<file path="src/hdl/wst_pkg.sv">
`timescale 1ns / 1ps
// ----------------------------------------------------------------------------
// wst_pkg
// Shared constants, codes and control types for the work-stealing queues.
// ----------------------------------------------------------------------------
package wst_pkg;

  localparam int WORKERS     = 8;
  localparam int QUEUE_DEPTH = 16;
  localparam int W_BITS      = $clog2(WORKERS);
  localparam int P_BITS      = $clog2(QUEUE_DEPTH);
  localparam int C_BITS      = P_BITS + 1;
  localparam int N_BITS      = W_BITS + 1;

  // Only the low 24 bits of the generator ever matter.
  localparam logic [23:0] LCG_MUL   = 24'(1140671485);
  localparam logic [23:0] LCG_ADD   = 24'(12820163);
  localparam logic [23:0] SEED_INIT = 24'(123456789);
  localparam logic [1:0]  MOD_STEPS = 2'd3;

  localparam logic [2:0] FUNC_PUSH_FRONT = 3'd0;
  localparam logic [2:0] FUNC_INIT_FRONT = 3'd1;
  localparam logic [2:0] FUNC_INIT_BACK  = 3'd2;
  localparam logic [2:0] FUNC_DIST       = 3'd3;
  localparam logic [2:0] FUNC_FETCH      = 3'd4;

  localparam logic [1:0] CFG_NUM_WORKERS    = 2'd0;
  localparam logic [1:0] CFG_DEFAULT_QUEUE  = 2'd1;
  localparam logic [1:0] CFG_STEAL_ATTEMPTS = 2'd2;

  localparam logic [1:0] ST_OK      = 2'd0;
  localparam logic [1:0] ST_FULL    = 2'd1;
  localparam logic [1:0] ST_NO_TASK = 2'd2;
  localparam logic [1:0] ST_BAD     = 2'd3;

  localparam logic [1:0] SRC_ASSEMBLY = 2'd0;
  localparam logic [1:0] SRC_OWN      = 2'd1;
  localparam logic [1:0] SRC_STOLEN   = 2'd2;
  localparam logic [1:0] SRC_NONE     = 2'd3;

  typedef enum logic [2:0] {
    S_IDLE, S_DECODE, S_DIST, S_DRAW, S_MODS, S_CHECK, S_RESP
  } wst_state_e;

  typedef enum logic [3:0] {
    R_BAD, R_PUSH_OK, R_PUSH_FULL, R_DIST_OK, R_DIST_FULL,
    R_ASM, R_OWN, R_STEAL, R_NONE
  } wst_resp_e;

  typedef struct packed {
    logic      load;
    logic      push;
    logic      dist_init;
    logic      dist_write;
    logic      pop_asm;
    logic      pop_rdy;
    logic      lcg_step;
    logic      mod_step;
    logic      try_inc;
    logic      steal;
    logic      resp_load;
    wst_resp_e resp;
  } wst_cmd_t;

  typedef struct packed {
    logic is_push;
    logic is_dist;
    logic is_fetch;
    logic q_bad;
    logic push_full;
    logic dist_bad;
    logic dist_full;
    logic dist_last;
    logic wk_bad;
    logic asm_ne;
    logic rdy_ne;
    logic multi;
    logic mod_done;
    logic victim_self;
    logic tries_done;
    logic out_free;
  } wst_sts_t;

endpackage

</file>
<file path="src/hdl/wst_ctrl.sv">
`timescale 1ns / 1ps
// ----------------------------------------------------------------------------
// wst_ctrl
// Sequencer that steps one request through decode, distribution and stealing.
// ----------------------------------------------------------------------------
module wst_ctrl (
  input  logic              clk_i,
  input  logic              rst_ni,
  input  logic              in_valid_i,
  output logic              in_ready_o,
  input  wst_pkg::wst_sts_t sts_i,
  output wst_pkg::wst_cmd_t cmd_o
);
  import wst_pkg::*;

  wst_state_e state_q, state_d;
  wst_resp_e  resp_q, resp_d;

  always_ff @(posedge clk_i or negedge rst_ni) begin
    if (!rst_ni) begin
      state_q <= S_IDLE;
      resp_q  <= R_BAD;
    end else begin
      state_q <= state_d;
      resp_q  <= resp_d;
    end
  end

  always_comb begin
    state_d = state_q;
    resp_d  = resp_q;
    unique case (state_q)
      S_IDLE: begin
        if (in_valid_i) state_d = S_DECODE;
      end
      S_DECODE: begin
        state_d = S_RESP;
        priority if (sts_i.is_push) begin
          priority if (sts_i.q_bad) resp_d = R_BAD;
          else if (sts_i.push_full) resp_d = R_PUSH_FULL;
          else resp_d = R_PUSH_OK;
        end else if (sts_i.is_dist) begin
          priority if (sts_i.dist_bad) resp_d = R_BAD;
          else if (sts_i.dist_full) resp_d = R_DIST_FULL;
          else state_d = S_DIST;
        end else if (sts_i.is_fetch) begin
          priority if (sts_i.wk_bad) resp_d = R_BAD;
          else if (sts_i.asm_ne) resp_d = R_ASM;
          else if (sts_i.rdy_ne) resp_d = R_OWN;
          else if (sts_i.multi) state_d = S_DRAW;
          else resp_d = R_NONE;
        end else begin
          resp_d = R_BAD;
        end
      end
      S_DIST: begin
        if (sts_i.dist_last) begin
          resp_d  = R_DIST_OK;
          state_d = S_RESP;
        end
      end
      S_DRAW: state_d = S_MODS;
      S_MODS: begin
        if (sts_i.mod_done) state_d = S_CHECK;
      end
      S_CHECK: begin
        priority if (sts_i.victim_self) state_d = S_DRAW;
        else if (sts_i.rdy_ne) begin
          resp_d  = R_STEAL;
          state_d = S_RESP;
        end else if (sts_i.tries_done) begin
          resp_d  = R_NONE;
          state_d = S_RESP;
        end else state_d = S_DRAW;
      end
      S_RESP: begin
        if (sts_i.out_free) state_d = S_IDLE;
      end
      default: state_d = S_IDLE;
    endcase
  end

  always_comb begin
    cmd_o      = '0;
    cmd_o.resp = resp_q;
    in_ready_o = (state_q == S_IDLE);
    unique case (state_q)
      S_IDLE: cmd_o.load = in_valid_i;
      S_DECODE: begin
        priority if (sts_i.is_push) begin
          cmd_o.push = !sts_i.q_bad && !sts_i.push_full;
        end else if (sts_i.is_dist) begin
          cmd_o.dist_init = !sts_i.dist_bad && !sts_i.dist_full;
        end else if (sts_i.is_fetch) begin
          cmd_o.pop_asm = !sts_i.wk_bad && sts_i.asm_ne;
          cmd_o.pop_rdy = !sts_i.wk_bad && !sts_i.asm_ne && sts_i.rdy_ne;
        end else begin
          cmd_o.load = 1'b0;
        end
      end
      S_DIST:  cmd_o.dist_write = 1'b1;
      S_DRAW:  cmd_o.lcg_step = 1'b1;
      S_MODS:  cmd_o.mod_step = !sts_i.mod_done;
      S_CHECK: begin
        cmd_o.steal   = !sts_i.victim_self && sts_i.rdy_ne;
        cmd_o.try_inc = !sts_i.victim_self && !sts_i.rdy_ne && !sts_i.tries_done;
      end
      S_RESP:  cmd_o.resp_load = sts_i.out_free;
      default: cmd_o = '0;
    endcase
  end

endmodule

</file>
<file path="config.mk">
export PLATFORM = sky130hd
export DESIGN_NAME = wst_ctrl
export DESIGN_NICKNAME = d
export VERILOG_FILES = /design/src/hdl/wst_pkg.sv /design/src/hdl/wst_ctrl.sv
export SDC_FILE = /design/constraint.sdc
export NUM_CORES = 1
export LEC_CHECK = 0
export BUFFER_PORTS_ARGS = -buffer_cell sky130_fd_sc_hd__buf_4
export CAP_MARGIN = 40
export CORE_AREA = 2 2 53 55
export CTS_CLUSTER_SIZE = 10
export DETAILED_ROUTE_END_ITERATION = 8
export DIE_AREA = 0 0 55 57
export PLACE_DENSITY_LB_ADDON = 0.05
export SKIP_LAST_GASP = 1
export SYNTH_ARGS = -nofsm -noshare
export SYNTH_HDL_FRONTEND = slang
export SYNTH_SLANG_ARGS = --single-unit
</file>
<file path="constraint.sdc">
create_clock -name clk_i -period 2.4 [get_ports clk_i]
set_clock_uncertainty 0.15 [all_clocks]
set_input_delay 0.36 -clock clk_i [delete_from_list [all_inputs] [get_ports clk_i]]
set_output_delay 0.36 -clock clk_i [all_outputs]
set_load 0.005 [all_outputs]
</file>
## Word level (Yosys, flattened, before mapping)

Cells that the tools add are included.

- Flip-flop bits (word level): 7
- Input bits: 19
- Output and inout bits: 16

- Eq/ne operators: 14
- Multiplexer cells: 48
- Reductions and logical operators: 23

Operators by type and width:

| cell | count |
|---|---|
| $mux W4 | 14 |
| $mux W3 | 16 |
| $pmux W3 S7 | 1 |
| $mux W2 | 8 |
| $pmux W4 S3 | 1 |
| $logic_not A1 Y1 | 10 |
| $ne A2 B2 Y1 const B | 5 |
| $eq A3 B3 Y1 const B | 3 |
| $logic_and A1 B1 Y1 | 8 |
| $mux W1 | 8 |
| $ne A8 B8 Y1 const B | 1 |
| $reduce_or A7 Y1 | 1 |
| $eq A3 B2 Y1 const B | 2 |
| $reduce_and A6 Y1 | 1 |
| $ne A5 B5 Y1 const B | 1 |
| $reduce_and A4 Y1 | 1 |
| $eq A3 B1 Y1 const B | 1 |
| $logic_not A3 Y1 | 1 |
| $ne A3 B3 Y1 const B | 1 |
| $reduce_bool A3 Y1 | 1 |

## Longest topological paths before layout

Gate-level depths: netlist of run 1.

- Depth after elaboration: 8
- Gate-level depth with buffers: 6

## Least setup slack after synthesis of run 1

Ideal clock, no wire load.

- Path type: input port to flip-flop
- From: input port sts_i[14] (netlist name)
- To: register state_q[2]
- Data arrival time: 1.596 ns
- Path slack: 0.521 ns
- Stages on the path: 4
- Cell sequence: or4b_4 or4b_1 a31oi_1 o31ai_1

- Longest elaborated chain between the ends: 3

RTL lines:

| what | RTL line | source |
|---|---|---|
| start, declared | wst_ctrl.sv:11 | `input wst_pkg::wst_sts_t sts_i,` |
| $mux W3 | wst_ctrl.sv:42 | `end else if (sts_i.is_dist) begin` |
| $mux W3 | wst_ctrl.sv:38 | `priority if (sts_i.is_push) begin` |
| $pmux W3 S7 | wst_ctrl.sv:32 | `unique case (state_q)` |
| end signal, assigned | wst_ctrl.sv:24 | `state_q <= state_d;` |
| end, declared | wst_ctrl.sv:16 | `wst_state_e state_q, state_d;` |

No other way between the ends.
A chain may end at the register's enable or synchronous reset.

==> results.md, run 1 <==
* Fillers at 295
* Die area at ~0.0031 mm2
* Worst r2r dst: resp_q[1]
* Vias in the first global route at a little over 700
* Worst slew margin at 0.699
* Worst skew pair latency at ~0.25 ns
* Root Buffer: clkbuf_4
* Worst hold endpoint: state_q[1]
* R2r setup slk at 0.42 ns
* Dpl cells at around 150
* Synth cell types at 37
* Hold Fails Final Rpt at 0
* Drt wl/cell at around 12 um
* Minimum clock period after layout at 2.14 ns
* CP startpoint kind: register
* Leakage power total at ~0.46 nW
* Final GP Congestion at 0.747
* Chip width at 55 um
* RSZ-0062 raised after global routing: false
* Ranking of synthesized cells by area: dfrtp_1, and2_1, nor4b_1, mux2_2, clkbuf_1
* FF-to-FF path depth at 4
* Sink Count at 7
* Fin. max-slew vios at 0
* Power Dens Cells at 918 mW/mm2
* Area Overhead vs Synth at 45.6%
* FF-to-FF Start: state_q[2]
* Synthesized area at between 700 and 800 um2
* Internal at 556 uW
* DP HPWL at 1.51 mm
* Post-synthesis sequential area ratio at 0.250
* Starting Density at 0.268
* Max Freq at ~470 MHz
* # IOs at 35
* Synth top area share at 0.250
* Final count of negative-setup-slack endpoints at 0
* Status: completed
* Hold path start: sts_i[0]
* Worst slew pin tran at around 0.45 ns
* Die height at about 57 um
* CTS tree: yes
* Post-Synthesis Cells at 86
* Fin util at 0.391
* Antenna-violating nets left at 0
* GR Util All Layers at 0.139
* Fin cells at between 150 and 200
* Post-synth top area cell: dfrtp_1
* Flop pwr share at 0.293
* Worst-path fanout max at 15
* Port bufs at 34
* 1st-iter DRT viols at 10
* Layout cell share with drive strength beyond 1 at 0.400
* Commonest cells after routing, fill and taps aside: buf_4, nor2_1, and2_1, dfrtp_1
* Synth warn at 0
* WL final at 1.87 mm
* Setup Buffers After CTS at 0
* Placement row count at 19
* Period utilization at 0.893
* ANT cells at 0
* Clock transition at the registers of the reported paths at approximately 0.050 ns
* Pin count of the biggest net entering global routing at 18
* Setup TNS at 0 ns
* # DRC at 0
* MaxCap Viol Count at 0
* Min-Delay Path Class: primary input to register
* Power, Total at ~940 uW
* Clock buffer depth at 2
* TritonCTS Buffers at 3
* Clock share of power at 0.112
* Core area at between 0.002 and 0.003 mm2
* Pre-antenna DRT Iters at 4
* H-tree Lvls at 1
* Syn Area/Cell at between 8 and 9 um2
* Nature of the critical path endpoint: output pin
* WP data arrival at roughly 1.6 ns
* Synth Register Bits at 7
* Antenna violations before repair at 0
* Commonest non-fill, non-tap cell in the layout: buf_4
* Crit Path Class: register to output pin
* Min-Delay Path Depth at 3
* Global-route wire length before repair at approximately 3.2 mm
* Syn_nets at roughly 110
* GR Overflow Total at 0
* Maximum vdd ir drop at roughly 0.00034 V
* Sw power at 382 uW
* Layout net count at 140
* Net Sw Frac at 0.407
* Logic pwr share at 0.596
* Critical Path RT at between 1.5 and 2 ns
* Vias per cell at roughly 5.1
* Via count at between 700 and 800
==> worst max-delay path, stage by stage, from the launching register on <==
cell and delay [ns]:
dfrtp_2 0.50, nor2b_1 0.25, nand2b_1 0.16, nor4b_1 0.31
buf_4 0.17
==> logic make-up after synthesis <==
group	synth area share
AOI/OAI and AO/OA	0.228
buffers and inverters	0.0481
DFF	0.250
muxes	0.0624
and+or+nand+nor	0.412
==> metal layers <==
layer  part of all wire  global-route usage  vias to the layer above
li1                   -                   -                      391
met1               0.50               0.203                      346
met2               0.44               0.196                       24
met3              0.043              0.0183                        4
met4              0.019              0.0732                        0
met5                  0                   0                        -
==> state kept, by name, summed over array words and instances, names as in the netlist <==
| register | count |
|---|---|
| state_q | 3 |
| resp_q | 4 |
==> worst max path at each step <==
stage,startpoint,to,slack [ns],cells past startpoint
floorplan,sts_i[14],state_q[2],0.52,4
global placement,sts_i[14],state_q[2],0.34,5
detailed placement,sts_i[14],state_q[2],0.33,5
CTS,state_q[0],cmd_o[9],0.13,4
global route,state_q[2],cmd_o[6],0.11,3
finish,state_q[0],cmd_o[9],0.26,4
==> synthesized netlist by cell type (all sizes together) <==
| cell type | number |
|---|---|
| nor4b | 4 |
| a21oi | 3 |
| nand3b | 2 |
| o31ai | 2 |
| a22oi | 1 |
| nor3 | 1 |
| and2 | 6 |
| o21bai | 2 |
| and3b | 1 |
| nand2 | 3 |
| or2 | 1 |
| nor2 | 6 |
| a31oi | 2 |
| nand2b | 4 |
| or4b | 3 |
| nand3 | 1 |
| nor2b | 3 |
| o21ai | 4 |
| or3b | 2 |
| a32oi | 1 |
| or4 | 1 |
| o21a | 1 |
| clkbuf | 7 |
| a2bb2oi | 1 |
| or3 | 1 |
| dfrtp | 7 |
| inv | 2 |
| nor3b | 2 |
| and3 | 1 |
| nor4 | 2 |
| a21o | 1 |
| a221o | 2 |
| a211o | 1 |
| mux2 | 3 |
| mux2i | 1 |
| a211oi | 1 |
==> stage by stage <==
| step | worst slack, ns | area, um2 | hold WS (ns) |
|---|---|---|---|
| after floorplan | 0.521 | 702 | -0.0856 |
| after global placement | 0.335 | 985 | 0.0294 |
| after detailed placement | 0.326 | 985 | 0.0285 |
| after CTS | 0.134 | 1020 | 0.270 |
| after global routing | 0.110 | 1020 | 0.293 |
| final | 0.258 | 1020 | 0.277 |
==> area by class of cell <==
cell class	count	area [um2]	share of cell area
Clock buffer	4	26.3	0.0257
Inverter	2	7.51	0.00734
Multi-Input combinational cell	70	493	0.482
Sequential cell	7	176	0.173
Tap cell	31	38.8	0.0379
Timing Repair Buffer	37	280	0.274
==> repair_timing <==
| item | CTS | global route |
|---|---|---|
| endpoints found under the hold margin | 7 | 0 |
| hold buffers | 1 | 0 |
| gates resized for setup | 0 | 1 |
| endpoints found under the setup margin | 0 | 1 |
==> power by group through the flow <==
stage	sequential (mW)	clock [mW]	combinational [mW]
5_1_grt	0.292	0.119	0.624
3_5_place_dp	0.275	0	0.564
3_3_place_gp	0.278	0	0.563
4_1_cts	0.274	0.112	0.565
2_1_floorplan	0.196	0	0.433
6_report	0.275	0.105	0.559
Power figures use the tool's default switching activity.
==> inputs of run 2 (changes only) <==
Settings changed: ABC_AREA set to 1, CORE_AREA 2 2 53 55 to 2 2 54 56, DIE_AREA 0 0 55 57 to 0 0 56 58.
==> run 2 against run 1 <==
Synthesized area grew 3.6%; clock power is essentially flat; die area grew 3.6%; worst hold slack lost 0.016 ns; combinational power grew 4.5%; core utilization grew 0.43 points; power shrank 1.4%; clock-buffer cell count is the same; maximum frequency grew 14%; non-clock buffer count shrank 2; wire length shrank 2.9%; sequential power shrank 13%; critical endpoint is now cmd_o[5]; largest cell class unchanged; largest power group unchanged; highest routed layer unchanged.
==> results.md, run 2 <==
* Minimum clock period after layout at 1.88 ns (-0.266 ns)
* Clock buffer depth at 2 (unchanged)
* Setup TNS at 0 ns (unchanged)
* Hold Fails Final Rpt at 0 (unchanged)
* Worst skew pair latency at 0.24 ns (about the same)
* Drt wl/cell at 8.90 um (-28%)
* Synth warn at 0 (unchanged)
* WL final at 1.82 mm (-2.9%)
* Syn Area/Cell at 5.38 um2 (-34%)
* Layout cell share with drive strength beyond 1 at 0.289 (-0.111)
* Top-count cell post-synth: nand2_1
* Commonest cells in the netlist: nand2_1, nor2_1, inv_1
* # IOs at 35 (unchanged)
* Port bufs at 34 (unchanged)
* Syn_nets at 154 (+47%)
* Setup WS pre-CTS at 0.780 ns (+0.454 ns)
* Clock share of power at 0.110 (-0.002)
* Die area at 0.00325 mm2 (+3.6%)
* 1st-iter DRT viols at 11 (+1)
* Antenna violations before repair at 0 (unchanged)
* Top reg by flops: resp_q
* ANT cells at 0 (unchanged)
* Power Dens Cells at 879 mW/mm2 (-4.3%)
* Worst slew margin at 0.820 (+0.121)
* CTS tree: yes
* Vias in the first global route at 704 (-2.2%)
* Fin. max-slew vios at 0 (unchanged)
* Synth Register Bits at 7 (unchanged)
* # DRC at 0 (unchanged)
* Prevailing post-synth register cell: dfrtp_1
* Logic pwr share at 0.631 (+0.035)
* Commonest non-fill, non-tap cell in the layout: nand2_1
* Leakage power total at 0.654 nW (+42%)
* Synth async-reset ratio at 1.00 (unchanged)
* Worst-path fanout max at 7 (-8)
* Number of synthesized flops with an enable pin at 0 (unchanged)
* Pin count of the biggest net entering global routing at 9 (-9)
* Nature of the critical path endpoint: output pin
* Worst slew pin tran at 0.270 ns (-0.181 ns)
* Root Buffer: clkbuf_4
* Internal at 482 uW (-13%)
* Max Freq at 533 MHz (+14%)
* Crit Path Class: register to output pin
* H-tree Lvls at 1 (unchanged)
* Fin util at 0.395 (+0.00430)
* Pre-antenna DRT Iters at 4 (unchanged)
* Setup Buffers After CTS at 0 (unchanged)
* Flop pwr share at 0.258 (-0.035)
* Max FFs per register at 4 (unchanged)
* Layout net count at 193 (+38%)
* Net Sw Frac at 0.479 (+0.0718)
* Placement row count at 19 (unchanged)
* Post-synth top area cell: nand2_1
* Via count at 860 (+12%)
* Final GP Congestion at 0.795 (+6.4%)
* RSZ-0062 raised after global routing: false
* Synth cell types at 17 (-54%)
* Synthesized area at 727 um2 (+3.6%)
* Synth top area share at 0.248 (-0.00171)
* Clock transition at the registers of the reported paths at 0.05 ns (about the same)
* GR Util All Layers at 0.112 (-0.0271)
* Global-route wire length before repair at 2.93 mm (-9.6%)
* Biggest regs: resp_q x4, state_q x3
* Ranking of synthesized cells by area: nand2_1, dfrtp_1, nor2_1, inv_1, nand3_1
* Design area at 0.00105 mm2 (+2.9%)
* Antenna-violating nets left at 0 (unchanged)
* Vias per cell at 4.22 (-17%)
* Critical Path RT at 1.89 ns (about the same)
* Post-Synthesis Cells at 135 (+57%)
* Area Overhead vs Synth at 44.8%
* Period utilization at 0.782 (-0.111)
* Min-Delay Path Class: primary input to register
* WP data arrival at 1.37 ns (-0.26 ns)
* Final count of negative-setup-slack endpoints at 0 (unchanged)
* GR Overflow Total at 0 (unchanged)
* Power, Total at 925 uW (-1.4%)
* Maximum vdd ir drop at 0.000388 V (+14%)
* TritonCTS Buffers at 3 (unchanged)
* Final WS setup at 0.523 ns (+0.266 ns)
* Die height at 58 um (+1.8%)
* Starting Density at 0.273 (+0.00461)
* Sink Count at 7 (unchanged)
* Core area at 0.00266 mm2 (+1.8%)
* Dpl cells at 199 (+36%)
* Sw power at 443 uW (+16%)
* Status: completed
* DP HPWL at 1.56 mm (+3.6%)
* Post-synthesis sequential area ratio at 0.241 (-0.00859)
* Fillers at 298 (+1.0%)
* Fin cells at 204 (+35%)
* Fin Hold WS at 0.261 ns (-0.0155 ns)
* CP startpoint kind: register
* MaxCap Viol Count at 0 (unchanged)
* Post-DP Area at 0.00102 mm2 (+3.2%)
* Chip width at 56 um (+1.8%)
* Commonest cells after routing, fill and taps aside: nand2_1, buf_4, nor2_1
run 2: cell types whose count changed after synthesis, sizes merged, moves of 4 or more:
| cell | previous run | this run |
|---|---|---|
| nand2 | 3 | 51 |
| clkbuf | 7 | 0 |
| nand3 | 1 | 11 |
| inv | 2 | 24 |
| nor2 | 6 | 31 |
| nand2b | 4 | 0 |
| nor4b | 4 | 0 |
| and2 | 6 | 0 |
run 2: final timing paths:
| check | from | endpoint | slack [ns] | depth (start not counted) |
|---|---|---|---|---|
| setup / recovery | state_q[1] | cmd_o[5] | 0.52 | 6 |
| hold / removal | sts_i[3] | state_q[2] | 0.26 | 4 |
| setup reg to reg | state_q[1] | resp_q[1] | 0.88 | 8 |
| hold reg to reg | resp_q[2] | resp_q[2] | 0.34 | 2 |
| max in group asynchronous | rst_ni | resp_q[2] | 1.67 | 2 |
| min in group asynchronous | rst_ni | resp_q[3] | 0.31 | 2 |
run 2: logic make-up (layout without fill, tap and decap cells):
group | after synthesis | after routing | share of synthesized area
buf+inv | 25 | 63 | 0.131
compound gates | 7 | 7 | 0.0499
flops | 7 | 7 | 0.241
simple gates | 96 | 96 | 0.578
run 2: final cells by class:
| cell class | count | area (um2) | area share |
|---|---|---|---|
| timing repair buffer | 35 | 265 | 0.252 |
| inverter | 24 | 90.1 | 0.0856 |
| multi-input combinational | 103 | 457 | 0.434 |
| sequential | 7 | 175 | 0.166 |
| tap | 31 | 38.8 | 0.0369 |
| clock buffer | 4 | 26.3 | 0.0250 |
run 2: worst max-delay path, stage by stage, from the launching register on:
cell and delay (ns):
dfrtp_1 0.46, inv_2 0.10, nand3_2 0.15, inv_1 0.12, nand2_1 0.09, nor2_1 0.10, buf_4 0.11
run 2: power by group through the flow:
| stage | Sequential, mW | Clock (mW) | Combinational, mW |
|---|---|---|---|
| floorplan | 0.209 | 0 | 0.423 |
| global placement | 0.237 | 0 | 0.604 |
| detailed placement | 0.239 | 0 | 0.592 |
| CTS | 0.239 | 0.109 | 0.594 |
| global route | 0.249 | 0.113 | 0.666 |
| finish | 0.239 | 0.102 | 0.584 |
run 2: per-layer routing:
layer	global-route usage	up-vias	routed length (um)
li1	-	487	-
met3	0.0134	2	80
met1	0.159	351	912
met4	0.0408	0	6
met2	0.175	20	815
met5	0	-	0
run 2: timing repair:
action                                 CTS  global route
endpoints found under the hold margin    7             0
hold buffers                             1             0
resized for setup                        0             0
